## src/rtl/core/fsts_pkg.sv

```systemverilog
// Shared types, widths, register codes and reset values for the fixed-step tick scheduler.
package fsts_pkg;

    localparam int ELAPSED_W   = 64;
    localparam int OBS_W       = 63;
    localparam int TIME_W      = 32;
    localparam int CNT_W       = 8;
    localparam int ALPHA_W     = 16;
    localparam int FRAC_BITS   = 16;
    localparam int ACC_W       = TIME_W + 1;
    localparam int PROD_W      = CNT_W + TIME_W;
    localparam int DIV_STEPS   = ACC_W + FRAC_BITS;
    localparam int DIV_CNT_W   = $clog2(DIV_STEPS);
    localparam int QUEUE_DEPTH = 2;
    localparam int QPTR_W      = $clog2(QUEUE_DEPTH);
    localparam int QCNT_W      = $clog2(QUEUE_DEPTH + 1);
    localparam int CFG_IDX_W   = 2;
    localparam int CFG_DATA_W  = 32;
    localparam int IN_TDATA_W  = 64;
    localparam int OUT_TDATA_W = 216;

    localparam logic [CFG_IDX_W-1:0] CFG_STEP_LEN  = 2'd0;
    localparam logic [CFG_IDX_W-1:0] CFG_MAX_FRAME = 2'd1;
    localparam logic [CFG_IDX_W-1:0] CFG_MAX_UPD   = 2'd2;

    localparam logic [TIME_W-1:0] RST_STEP_LEN  = 32'd16666667;
    localparam logic [TIME_W-1:0] RST_MAX_FRAME = 32'd250000000;
    localparam logic [CNT_W-1:0]  RST_MAX_UPD   = 8'd5;

    localparam logic [OBS_W-1:0] OBS_MAX = {OBS_W{1'b1}};

    // Classified item as handed from front to back
    typedef struct packed {
        logic              clear;
        logic [OBS_W-1:0]  observed;
        logic [TIME_W-1:0] sim;
        logic [OBS_W-1:0]  dropped;
    } t_work;

    typedef struct packed {
        logic [OBS_W-1:0]   observed;
        logic [TIME_W-1:0]  sim;
        logic [OBS_W-1:0]   dropped;
        logic [CNT_W-1:0]   count;
        logic [TIME_W-1:0]  remainder;
        logic [ALPHA_W-1:0] alpha;
        logic               clamped;
    } t_result;

    typedef enum logic [2:0] {
        BS_IDLE,
        BS_DIV,
        BS_MUL,
        BS_BACKLOG,
        BS_DROP,
        BS_DONE
    } t_bstate;

endpackage

```

## src/rtl/core/fsts_front.sv

```systemverilog
// Front end: input handshake, sign handling and frame-time clamp.
module fsts_front (
    input  logic                          i_valid,
    output logic                          o_ready,
    input  logic                          i_req_type,
    input  logic [fsts_pkg::ELAPSED_W-1:0] i_elapsed,
    input  logic [fsts_pkg::TIME_W-1:0]    i_max_frame,
    input  logic                          i_full,
    output logic                          o_push,
    output fsts_pkg::t_work               o_work
);

    logic [fsts_pkg::OBS_W-1:0]  w_observed;
    logic [fsts_pkg::OBS_W-1:0]  w_limit;
    logic [fsts_pkg::TIME_W-1:0] w_sim;

    assign o_ready = !i_full;
    assign o_push  = i_valid && !i_full;

    // Force negative times to zero, then clamp to the frame limit
    assign w_observed = i_elapsed[fsts_pkg::ELAPSED_W-1] ? '0
                                                         : i_elapsed[fsts_pkg::OBS_W-1:0];
    assign w_limit    = {{(fsts_pkg::OBS_W-fsts_pkg::TIME_W){1'b0}}, i_max_frame};
    assign w_sim      = (w_observed > w_limit) ? i_max_frame
                                               : w_observed[fsts_pkg::TIME_W-1:0];

    always_comb begin
        o_work = '0;
        if (i_req_type) begin
            o_work.clear = 1'b1;
        end else begin
            o_work.observed = w_observed;
            o_work.sim      = w_sim;
            o_work.dropped  = w_observed
                            - {{(fsts_pkg::OBS_W-fsts_pkg::TIME_W){1'b0}}, w_sim};
        end
    end

endmodule

```

## src/rtl/core/fsts_queue.sv

```systemverilog
// Short FIFO of classified items between front and back.
module fsts_queue (
    input  logic            i_clk,
    input  logic            i_rst_n,
    input  logic            i_push,
    input  fsts_pkg::t_work i_work,
    output logic            o_full,
    input  logic            i_pop,
    output fsts_pkg::t_work o_work,
    output logic            o_empty
);

    fsts_pkg::t_work                r_mem [fsts_pkg::QUEUE_DEPTH];
    logic [fsts_pkg::QPTR_W-1:0]    r_wptr;
    logic [fsts_pkg::QPTR_W-1:0]    r_rptr;
    logic [fsts_pkg::QCNT_W-1:0]    r_count;

    assign o_full  = (r_count == fsts_pkg::QCNT_W'(fsts_pkg::QUEUE_DEPTH));
    assign o_empty = (r_count == '0);
    assign o_work  = r_mem[r_rptr];

    always_ff @(posedge i_clk) begin
        if (i_push) begin
            r_mem[r_wptr] <= i_work;
        end
    end

    always_ff @(posedge i_clk) begin
        if (!i_rst_n) begin
            r_wptr  <= '0;
            r_rptr  <= '0;
            r_count <= '0;
        end else begin
            if (i_push) begin
                r_wptr <= r_wptr + 1'b1;
            end
            if (i_pop) begin
                r_rptr <= r_rptr + 1'b1;
            end
            unique case ({i_push, i_pop})
                2'b10:   r_count <= r_count + 1'b1;
                2'b01:   r_count <= r_count - 1'b1;
                default: r_count <= r_count;
            endcase
        end
    end

endmodule

```

## src/rtl/core/fsts_div.sv

```systemverilog
// Restoring serial divider: integer quotient and remainder, then fraction bits.
module fsts_div (
    input  logic                            i_clk,
    input  logic                            i_rst_n,
    input  logic                            i_start,
    input  logic [fsts_pkg::ACC_W-1:0]      i_dividend,
    input  logic [fsts_pkg::TIME_W-1:0]     i_divisor,
    output logic                            o_done,
    output logic [fsts_pkg::DIV_STEPS-1:0]  o_quot,
    output logic [fsts_pkg::TIME_W-1:0]     o_rem
);

    logic                            r_busy;
    logic                            r_done;
    logic [fsts_pkg::DIV_CNT_W-1:0]  r_cnt;
    logic [fsts_pkg::DIV_STEPS-1:0]  r_num;
    logic [fsts_pkg::DIV_STEPS-1:0]  r_quot;
    logic [fsts_pkg::TIME_W-1:0]     r_rem;
    logic [fsts_pkg::TIME_W-1:0]     r_rem_int;
    logic [fsts_pkg::TIME_W-1:0]     r_divisor;

    logic [fsts_pkg::TIME_W:0]       w_shifted;
    logic [fsts_pkg::TIME_W:0]       w_diff;
    logic                            w_ge;
    logic [fsts_pkg::TIME_W-1:0]     w_rem;
    logic                            w_last;

    // Remainder stays below the divisor, so the shifted value fits one extra bit
    assign w_shifted = {r_rem, r_num[fsts_pkg::DIV_STEPS-1]};
    assign w_diff    = w_shifted - {1'b0, r_divisor};
    assign w_ge      = (w_shifted >= {1'b0, r_divisor});
    assign w_rem     = w_ge ? w_diff[fsts_pkg::TIME_W-1:0] : w_shifted[fsts_pkg::TIME_W-1:0];
    assign w_last    = (r_cnt == fsts_pkg::DIV_CNT_W'(fsts_pkg::DIV_STEPS - 1));

    assign o_done = r_done;
    assign o_quot = r_quot;
    assign o_rem  = r_rem_int;

    always_ff @(posedge i_clk) begin
        if (!i_rst_n) begin
            r_busy <= 1'b0;
            r_done <= 1'b0;
            r_cnt  <= '0;
        end else begin
            r_done <= r_busy && w_last;
            if (i_start) begin
                r_busy <= 1'b1;
                r_cnt  <= '0;
            end else if (r_busy) begin
                if (w_last) begin
                    r_busy <= 1'b0;
                end else begin
                    r_cnt <= r_cnt + 1'b1;
                end
            end
        end
    end

    always_ff @(posedge i_clk) begin
        if (i_start) begin
            r_num     <= {i_dividend, {fsts_pkg::FRAC_BITS{1'b0}}};
            r_rem     <= '0;
            r_divisor <= i_divisor;
        end else if (r_busy) begin
            r_num  <= {r_num[fsts_pkg::DIV_STEPS-2:0], 1'b0};
            r_quot <= {r_quot[fsts_pkg::DIV_STEPS-2:0], w_ge};
            r_rem  <= w_rem;
            // Hold the remainder of the integer part before fraction bits start
            if (r_cnt == fsts_pkg::DIV_CNT_W'(fsts_pkg::ACC_W - 1)) begin
                r_rem_int <= w_rem;
            end
        end
    end

endmodule

```

## src/rtl/core/fsts_back.sv

```systemverilog
// Back end: accumulator, step count, backlog drop and result register.
module fsts_back (
    input  logic                            i_clk,
    input  logic                            i_rst_n,
    input  fsts_pkg::t_work                 i_work,
    input  logic                            i_empty,
    output logic                            o_pop,
    input  logic [fsts_pkg::TIME_W-1:0]     i_step_len,
    input  logic [fsts_pkg::CNT_W-1:0]      i_max_upd,
    output logic                            o_div_start,
    output logic [fsts_pkg::ACC_W-1:0]      o_div_dividend,
    output logic [fsts_pkg::TIME_W-1:0]     o_div_divisor,
    input  logic                            i_div_done,
    input  logic [fsts_pkg::DIV_STEPS-1:0]  i_div_quot,
    input  logic [fsts_pkg::TIME_W-1:0]     i_div_rem,
    output logic                            o_valid,
    input  logic                            i_ready,
    output fsts_pkg::t_result               o_result
);

    fsts_pkg::t_bstate              r_state;
    fsts_pkg::t_bstate              n_state;
    logic [fsts_pkg::TIME_W-1:0]    r_acc;
    fsts_pkg::t_work                r_item;
    logic [fsts_pkg::ACC_W-1:0]     r_sum;
    logic [fsts_pkg::CNT_W-1:0]     r_count;
    logic [fsts_pkg::PROD_W-1:0]    r_prod;
    logic [fsts_pkg::ACC_W-1:0]     r_backlog;
    fsts_pkg::t_result              r_res;
    fsts_pkg::t_result              r_out;
    logic                           r_out_valid;

    logic [fsts_pkg::TIME_W-1:0]    w_step;
    logic [fsts_pkg::ACC_W-1:0]     w_sum;
    logic [fsts_pkg::ACC_W-1:0]     w_qint;
    logic [fsts_pkg::OBS_W:0]       w_drop_sum;
    logic [fsts_pkg::OBS_W-1:0]     w_dropped;
    logic                           w_out_free;
    logic                           w_load_out;

    assign w_step     = (i_step_len == '0) ? fsts_pkg::TIME_W'(1) : i_step_len;
    assign w_sum      = {1'b0, r_acc} + {1'b0, i_work.sim};
    assign w_qint     = i_div_quot[fsts_pkg::DIV_STEPS-1:fsts_pkg::FRAC_BITS];
    assign w_drop_sum = {1'b0, r_item.dropped}
                      + {{(fsts_pkg::OBS_W+1-fsts_pkg::ACC_W){1'b0}}, r_backlog};
    assign w_dropped  = w_drop_sum[fsts_pkg::OBS_W] ? fsts_pkg::OBS_MAX
                                                    : w_drop_sum[fsts_pkg::OBS_W-1:0];
    assign w_out_free = !r_out_valid || i_ready;

    assign o_div_dividend = w_sum;
    assign o_div_divisor  = w_step;
    assign o_valid        = r_out_valid;
    assign o_result       = r_out;

    always_comb begin
        n_state = r_state;
        unique case (r_state)
            fsts_pkg::BS_IDLE: begin
                if (!i_empty) begin
                    n_state = i_work.clear ? fsts_pkg::BS_DONE : fsts_pkg::BS_DIV;
                end
            end
            fsts_pkg::BS_DIV: begin
                if (i_div_done) begin
                    n_state = fsts_pkg::BS_MUL;
                end
            end
            fsts_pkg::BS_MUL:     n_state = fsts_pkg::BS_BACKLOG;
            fsts_pkg::BS_BACKLOG: n_state = fsts_pkg::BS_DROP;
            fsts_pkg::BS_DROP:    n_state = fsts_pkg::BS_DONE;
            fsts_pkg::BS_DONE: begin
                if (w_out_free) begin
                    n_state = fsts_pkg::BS_IDLE;
                end
            end
            default: n_state = fsts_pkg::BS_IDLE;
        endcase
    end

    always_comb begin
        o_pop       = (r_state == fsts_pkg::BS_IDLE) && !i_empty;
        o_div_start = o_pop && !i_work.clear;
        w_load_out  = (r_state == fsts_pkg::BS_DONE) && w_out_free;
    end

    always_ff @(posedge i_clk) begin
        if (!i_rst_n) begin
            r_state     <= fsts_pkg::BS_IDLE;
            r_acc       <= '0;
            r_out_valid <= 1'b0;
        end else begin
            r_state <= n_state;
            if (o_pop && i_work.clear) begin
                r_acc <= '0;
            end else if ((r_state == fsts_pkg::BS_DIV) && i_div_done) begin
                r_acc <= i_div_rem;
            end
            if (w_load_out) begin
                r_out_valid <= 1'b1;
            end else if (i_ready) begin
                r_out_valid <= 1'b0;
            end
        end
    end

    always_ff @(posedge i_clk) begin
        unique case (r_state)
            fsts_pkg::BS_IDLE: begin
                if (o_pop) begin
                    r_item <= i_work;
                    r_sum  <= w_sum;
                    if (i_work.clear) begin
                        r_res <= '0;
                    end
                end
            end
            fsts_pkg::BS_DIV: begin
                if (i_div_done) begin
                    // Cap the step count at the update limit
                    r_count <= (w_qint < fsts_pkg::ACC_W'(i_max_upd))
                             ? w_qint[fsts_pkg::CNT_W-1:0] : i_max_upd;
                    r_res.remainder <= i_div_rem;
                    r_res.alpha     <= fsts_pkg::ALPHA_W'(i_div_quot[fsts_pkg::FRAC_BITS-1:0]);
                end
            end
            fsts_pkg::BS_MUL: begin
                r_prod <= {{fsts_pkg::TIME_W{1'b0}}, r_count}
                        * {{fsts_pkg::CNT_W{1'b0}}, w_step};
            end
            fsts_pkg::BS_BACKLOG: begin
                // Time of the whole steps left over after the issued ones
                r_backlog <= r_sum - {1'b0, r_acc} - r_prod[fsts_pkg::ACC_W-1:0];
            end
            fsts_pkg::BS_DROP: begin
                r_res.observed <= r_item.observed;
                r_res.sim      <= r_item.sim;
                r_res.dropped  <= w_dropped;
                r_res.count    <= r_count;
                r_res.clamped  <= (w_dropped != '0);
            end
            fsts_pkg::BS_DONE: begin
                if (w_load_out) begin
                    r_out <= r_res;
                end
            end
            default: begin
                r_res <= r_res;
            end
        endcase
    end

endmodule

```

## src/rtl/core/fixed_step_tick_scheduler.sv

```systemverilog
// A frame item runs through a start, the 49-step serial divider (33 integer quotient bits
// plus 16 fraction bits) and the multiply, backlog, drop and hand-off states; a clear item
// skips the divider. The back end finishes one item before it takes the next.
// A two-entry queue takes new items while the back end works or a result waits.
// Reset (synchronous, active low) clears the accumulator and loads the register defaults.
module fixed_step_tick_scheduler (
    input  logic                             i_clk,
    input  logic                             i_rst_n,
    input  logic                             i_cfg_we,
    input  logic [fsts_pkg::CFG_IDX_W-1:0]   i_cfg_index,
    input  logic [fsts_pkg::CFG_DATA_W-1:0]  i_cfg_data,
    input  logic                             s_axis_tvalid,
    output logic                             s_axis_tready,
    input  logic [fsts_pkg::IN_TDATA_W-1:0]  s_axis_tdata,  // [63:0] elapsed
    input  logic                             s_axis_tuser,  // [0] req_type
    output logic                             m_axis_tvalid,
    input  logic                             m_axis_tready,
    // [62:0] observed, [94:63] simulated, [157:95] dropped, [165:158] step count,
    // [197:166] remainder, [213:198] fraction, [214] clamped flag, [215] zero
    output logic [fsts_pkg::OUT_TDATA_W-1:0] m_axis_tdata
);

    logic [fsts_pkg::TIME_W-1:0]     r_step_len;
    logic [fsts_pkg::TIME_W-1:0]     r_max_frame;
    logic [fsts_pkg::CNT_W-1:0]      r_max_upd;

    logic                            w_push;
    logic                            w_full;
    logic                            w_empty;
    logic                            w_pop;
    fsts_pkg::t_work                 w_front_work;
    fsts_pkg::t_work                 w_queue_work;
    logic                            w_div_start;
    logic [fsts_pkg::ACC_W-1:0]      w_div_dividend;
    logic [fsts_pkg::TIME_W-1:0]     w_div_divisor;
    logic                            w_div_done;
    logic [fsts_pkg::DIV_STEPS-1:0]  w_div_quot;
    logic [fsts_pkg::TIME_W-1:0]     w_div_rem;
    fsts_pkg::t_result               w_result;

    always_ff @(posedge i_clk) begin
        if (!i_rst_n) begin
            r_step_len  <= fsts_pkg::RST_STEP_LEN;
            r_max_frame <= fsts_pkg::RST_MAX_FRAME;
            r_max_upd   <= fsts_pkg::RST_MAX_UPD;
        end else if (i_cfg_we) begin
            unique case (i_cfg_index)
                fsts_pkg::CFG_STEP_LEN:  r_step_len  <= i_cfg_data[fsts_pkg::TIME_W-1:0];
                fsts_pkg::CFG_MAX_FRAME: r_max_frame <= i_cfg_data[fsts_pkg::TIME_W-1:0];
                fsts_pkg::CFG_MAX_UPD:   r_max_upd   <= i_cfg_data[fsts_pkg::CNT_W-1:0];
                default: begin
                    r_step_len <= r_step_len;
                end
            endcase
        end
    end

    fsts_front u_front (
        .i_valid     (s_axis_tvalid),
        .o_ready     (s_axis_tready),
        .i_req_type  (s_axis_tuser),
        .i_elapsed   (s_axis_tdata),
        .i_max_frame (r_max_frame),
        .i_full      (w_full),
        .o_push      (w_push),
        .o_work      (w_front_work)
    );

    fsts_queue u_queue (
        .i_clk   (i_clk),
        .i_rst_n (i_rst_n),
        .i_push  (w_push),
        .i_work  (w_front_work),
        .o_full  (w_full),
        .i_pop   (w_pop),
        .o_work  (w_queue_work),
        .o_empty (w_empty)
    );

    fsts_div u_div (
        .i_clk      (i_clk),
        .i_rst_n    (i_rst_n),
        .i_start    (w_div_start),
        .i_dividend (w_div_dividend),
        .i_divisor  (w_div_divisor),
        .o_done     (w_div_done),
        .o_quot     (w_div_quot),
        .o_rem      (w_div_rem)
    );

    fsts_back u_back (
        .i_clk          (i_clk),
        .i_rst_n        (i_rst_n),
        .i_work         (w_queue_work),
        .i_empty        (w_empty),
        .o_pop          (w_pop),
        .i_step_len     (r_step_len),
        .i_max_upd      (r_max_upd),
        .o_div_start    (w_div_start),
        .o_div_dividend (w_div_dividend),
        .o_div_divisor  (w_div_divisor),
        .i_div_done     (w_div_done),
        .i_div_quot     (w_div_quot),
        .i_div_rem      (w_div_rem),
        .o_valid        (m_axis_tvalid),
        .i_ready        (m_axis_tready),
        .o_result       (w_result)
    );

    assign m_axis_tdata = {1'b0,
                           w_result.clamped,
                           w_result.alpha,
                           w_result.remainder,
                           w_result.count,
                           w_result.dropped,
                           w_result.sim,
                           w_result.observed};

endmodule
```

## config.mk

```make
export PLATFORM = sky130hd
export DESIGN_NAME = fixed_step_tick_scheduler
export DESIGN_NICKNAME = d
export VERILOG_FILES = /design/src/rtl/core/fsts_pkg.sv /design/src/rtl/core/fsts_front.sv /design/src/rtl/core/fsts_queue.sv /design/src/rtl/core/fsts_div.sv /design/src/rtl/core/fsts_back.sv /design/src/rtl/core/fixed_step_tick_scheduler.sv
export SDC_FILE = /design/constraint.sdc
export NUM_CORES = 2
export LEC_CHECK = 0
export ABC_AREA = 1
export BUFFER_PORTS_ARGS = -buffer_cell sky130_fd_sc_hd__buf_4
export CAP_MARGIN = 20
export CORE_MARGIN = 3
export CORE_UTILIZATION = 55
export CTS_BUF_LIST = sky130_fd_sc_hd__clkbuf_16
export DETAILED_ROUTE_END_ITERATION = 16
export PLACE_DENSITY_LB_ADDON = 0.2
export SYNTH_ARGS = -nofsm -noshare
export SYNTH_HDL_FRONTEND = slang
export SYNTH_SLANG_ARGS = --single-unit
```

## constraint.sdc

```tcl
create_clock -name i_clk -period 35.3 [get_ports i_clk]
set_clock_uncertainty 0.15 [all_clocks]
set_input_delay 8.825 -clock i_clk [delete_from_list [all_inputs] [get_ports i_clk]]
set_output_delay 8.825 -clock i_clk [all_outputs]
set_load 0.1 [all_outputs]
```

==> key figures <==
Outcome
  • Status: completed

Floorplan
  • Area of the die: 0.129 mm²
  • Core Footprint: 0.123 mm²
  • Site Rows: 128
  • Die width: 359 µm
  • Initial Util: 55.8%
  • Die Ht: 359 µm
  • # IOs: 322

Placement
  • I/O Buffers: 320
  • Post-place setup slack: 20070 ps
  • Placed inst area: 0.0724 mm²
  • Routability Congestion: 0.968
  • Post-DP HPWL: 148000 µm

Critical path
  • Max FO, Critical Path: 51
  • Worst R2R Start: r_step_len[21]
  • CP Class: primary input to flip-flop
  • CP required: 35630 ps
  • Startpoint class of the critical path: primary input
  • Critical path startpoint: s_axis_tdata[63]
  • WP buf/inv: 7
  • CP Capture Type: flip-flop
  • CP arrival: 14870 ps
  • CP most frequent cell: nand2_1
  • Crit path max-delay cell type: o21ai_0
  • Crit path max-delay family: simple AND/OR/NAND/NOR gates
  • Maximum cell stage delay along the critical path: 510 ps

Pwr
  • PD cells: 75.5 mW/mm²
  • Design Power: 0.00580 W
  • Peak VDD IR: 0.0592 mV
  • LEAKAGE: 34.1 nW

Routing
  • WL/cell: 21.6 µm
  • Starting DRC count in detailed routing: 4907
  • Post-DRT Antenna Nets: 0
  • Via Count: 48600
  • Routed wire length: 192000 µm
  • Via/cell ratio: 5.49
  • TritonRoute pass-1 iters: 6
  • # DRC: 0

Synthesis
  • Synthesized flop and latch total: 1312
  • Mean Syn Cell Area: 10.0 µm²
  • Gate Count Post-Synth: 6844
  • Main synth FF type: edfxtp_1
  • Count of cell types in the netlist: 59
  • Syn Nets: 7391
  • Synth Warn #: 0
  • Post-synth EDFFs: 1159
  • Mapped Area: 0.0684 mm²
  • Post-synthesis sequential area ratio: 55.4%
  • Post-synthesis async set-or-reset flop share: 0%

Global route
  • Gr usage total: 30.0%
  • Antenna violations before repair: 17
  • Largest net degree at the start of global routing: 159
  • First-pass GRT wire length: 287000 µm
  • Vias in the first global route: 47200
  • Overflow after GRT: 0

Clock network
  • Post-CTS sizing: 0
  • Clock latency on the worst-skew pair: 770 ps
  • CTS tree: done
  • Clk sinks: 1312
  • # hold bufs at CTS: 0
  • CTS buffer count: 136
  • Setup bufs post-CTS: 0
  • Root buffer cell: clkbuf_16
  • H-tree levels: 4
  • Worst-path clk slew: 60 ps
  • Clock tree buffer depth: 3

STA
  • Unrepaired setup endpoints after global routing: false
  • Slew margin rel.: 22.4%
  • Setup_tns: 0 ps
  • Max Transition Viols Final: 0
  • Setup WS post-layout: 20760 ps
  • Worst-margin pin slew: 1160 ps
  • Final Hold Fails: 0
  • Crit share post-route: 41.2%
  • Maximum clock rate: 0.0688 GHz
  • Final setup viols: 0
  • Post-layout min period: 14540 ps

Cells and area
  • Area delta synth->final: 12.4%
  • Register area: 0.0379 mm²
  • Share of layout cells above drive strength 1: 10.9%
  • Multi-input gate area: 0.0251 mm²
  • Layout Nets: 7682
  • Final Cell Area: 0.0769 mm²
  • Filler cells: 10200
  • Commonest non-fill, non-tap cell in the layout: nand2_1
  • Most frequent cells in the layout: nand2_1 (1366), inv_1 (1256), edfxtp_1 (1159)

Min path
  • Min-Delay Path Class: flip-flop to flip-flop
  • Hold_sp: u_back.r_res[202]

Flow run
  • Max cap viols: 0
[per-stage QoR]
| stage | std cells | util (%) | hold slack, ps |
|---|---|---|---|
| global placement | 8616 | 59.0 | 251 |
| floorplan | 6844 | - | 250 |
| detailed placement | 8616 | 59.0 | 255 |
| global route | 8865 | 62.7 | 268 |
| CTS | 8859 | 62.6 | 252 |
| finish | 8867 | 62.7 | 257 |
[synth_stat cells, drive strengths merged, types with 4 or more instances]
cell / count / share of area, %
nand2: 1401 / 7.8
inv: 1232 / 6.8
edfxtp: 1159 / 51
nor2: 717 / 4.0
a21oi: 314 / 2.3
o21ai: 257 / 1.9
ha: 245 / 4.5
nand3: 236 / 1.7
fa: 198 / 5.8
clkbuf: 176 / 0.97
mux2: 157 / 2.6
dfxtp: 153 / 4.5
xor2: 105 / 1.3
xnor2: 71 / 0.91
nor3: 69 / 0.50
nand4: 55 / 0.50
a31oi: 51 / 0.47
buf: 41 / 0.39
a211oi: 34 / 0.37
nor4: 32 / 0.32
o211ai: 20 / 0.22
o21bai: 19 / 0.21
a21o: 18 / 0.20
and2: 11 / 0.10
o21a: 11 / 0.12
a21boi: 9 / 0.099
a221oi: 6 / 0.077
nand3b: 6 / 0.066
o22ai: 6 / 0.055
a22o: 5 / 0.064
o221ai: 5 / 0.064
or2: 5 / 0.046
o2111ai: 4 / 0.051
[layout make-up]
| type | instances | area share [%] |
|---|---|---|
| Tap cell | 1625 | 2.64 |
| Clock inverter | 106 | 1.27 |
| Antenna cell | 2 | 0.00651 |
| Timing Repair Buffer | 370 | 3.73 |
| Sequential cell | 1312 | 49.3 |
| Inverter | 1233 | 6.02 |
| Clock buffer | 137 | 4.46 |
| Multi-Input combinational cell | 4082 | 32.6 |
[cell families after synthesis]
family          count (synthesis)  share of synthesized area (%)
compound gates                769                           6.30
xor+xnor                      176                           2.25
fa+ha+maj                     443                           10.3
buf+inv                      1450                           8.12
flops                        1312                           55.4
mux                           158                           2.60
other cells                     1                        0.00548
simple gates                 2535                           15.1
[worst register-to-register path, stage by stage (launching register included)]
cell,delay (ps)
dfxtp_1,800
nor4_1,120
and2_0,170
a41oi_1,190
buf_4,220
inv_1,100
nand2_1,90
fa_1,430
fa_1,540
inv_1,50
fa_1,520
inv_1,50
fa_1,540
inv_1,40
ha_1,350
nand3_1,110
nand2_1,80
nand2_1,60
nand2_1,90
a21oi_1,340
inv_1,100
a21boi_0,330
nor2_1,80
nand2_1,70
o211ai_1,90
xor2_1,160
[final timing paths]
| check | endpoint | slack, ps | cells past startpoint |
|---|---|---|---|
| hold reg to reg | u_back.o_result[202] | 260 | 0 |
| hold / removal | u_back.o_result[202] | 260 | 0 |
| setup reg to reg | u_back.r_prod[27] | 29140 | 25 |
| setup / recovery | u_queue.r_mem[1][58] | 20760 | 32 |
[flip-flops by register name (all words and copies together) (netlist names), 32 cells and up, named ones only]
register	flops
u_queue.r_mem	318
u_back.o_result	215
u_back.r_res	215
u_back.r_item	158
u_div.o_quot	49
u_back.r_backlog	33
u_back.r_prod	33
u_back.r_sum	33
u_div.r_num	33
r_max_frame	32
r_step_len	32
u_back.r_acc	32
u_div.o_rem	32
u_div.r_divisor	32
u_div.r_rem	32
[per-layer routing]
metal | up-vias | wire length (µm) | global-route usage [%]
met5 | - | 13 | 0
met4 | 2 | 5060 | 8.43
met3 | 269 | 15900 | 4.76
met2 | 1905 | 83300 | 44.6
met1 | 23500 | 87500 | 45.8
li1 | 22900 | - | -
[power by group]
part / internal [W] / switching (W) / leakage, nW / total (W)
Clock: 0.000796 / 0.000605 / 2.23 / 0.00140
Sequential: 0.00224 / 0.000159 / 12.1 / 0.00240
Combinational: 0.000574 / 0.00143 / 19.8 / 0.00200
Total: 0.00361 / 0.00219 / 34.1 / 0.00580
No activity file was read; power rests on OpenSTA's default activity.
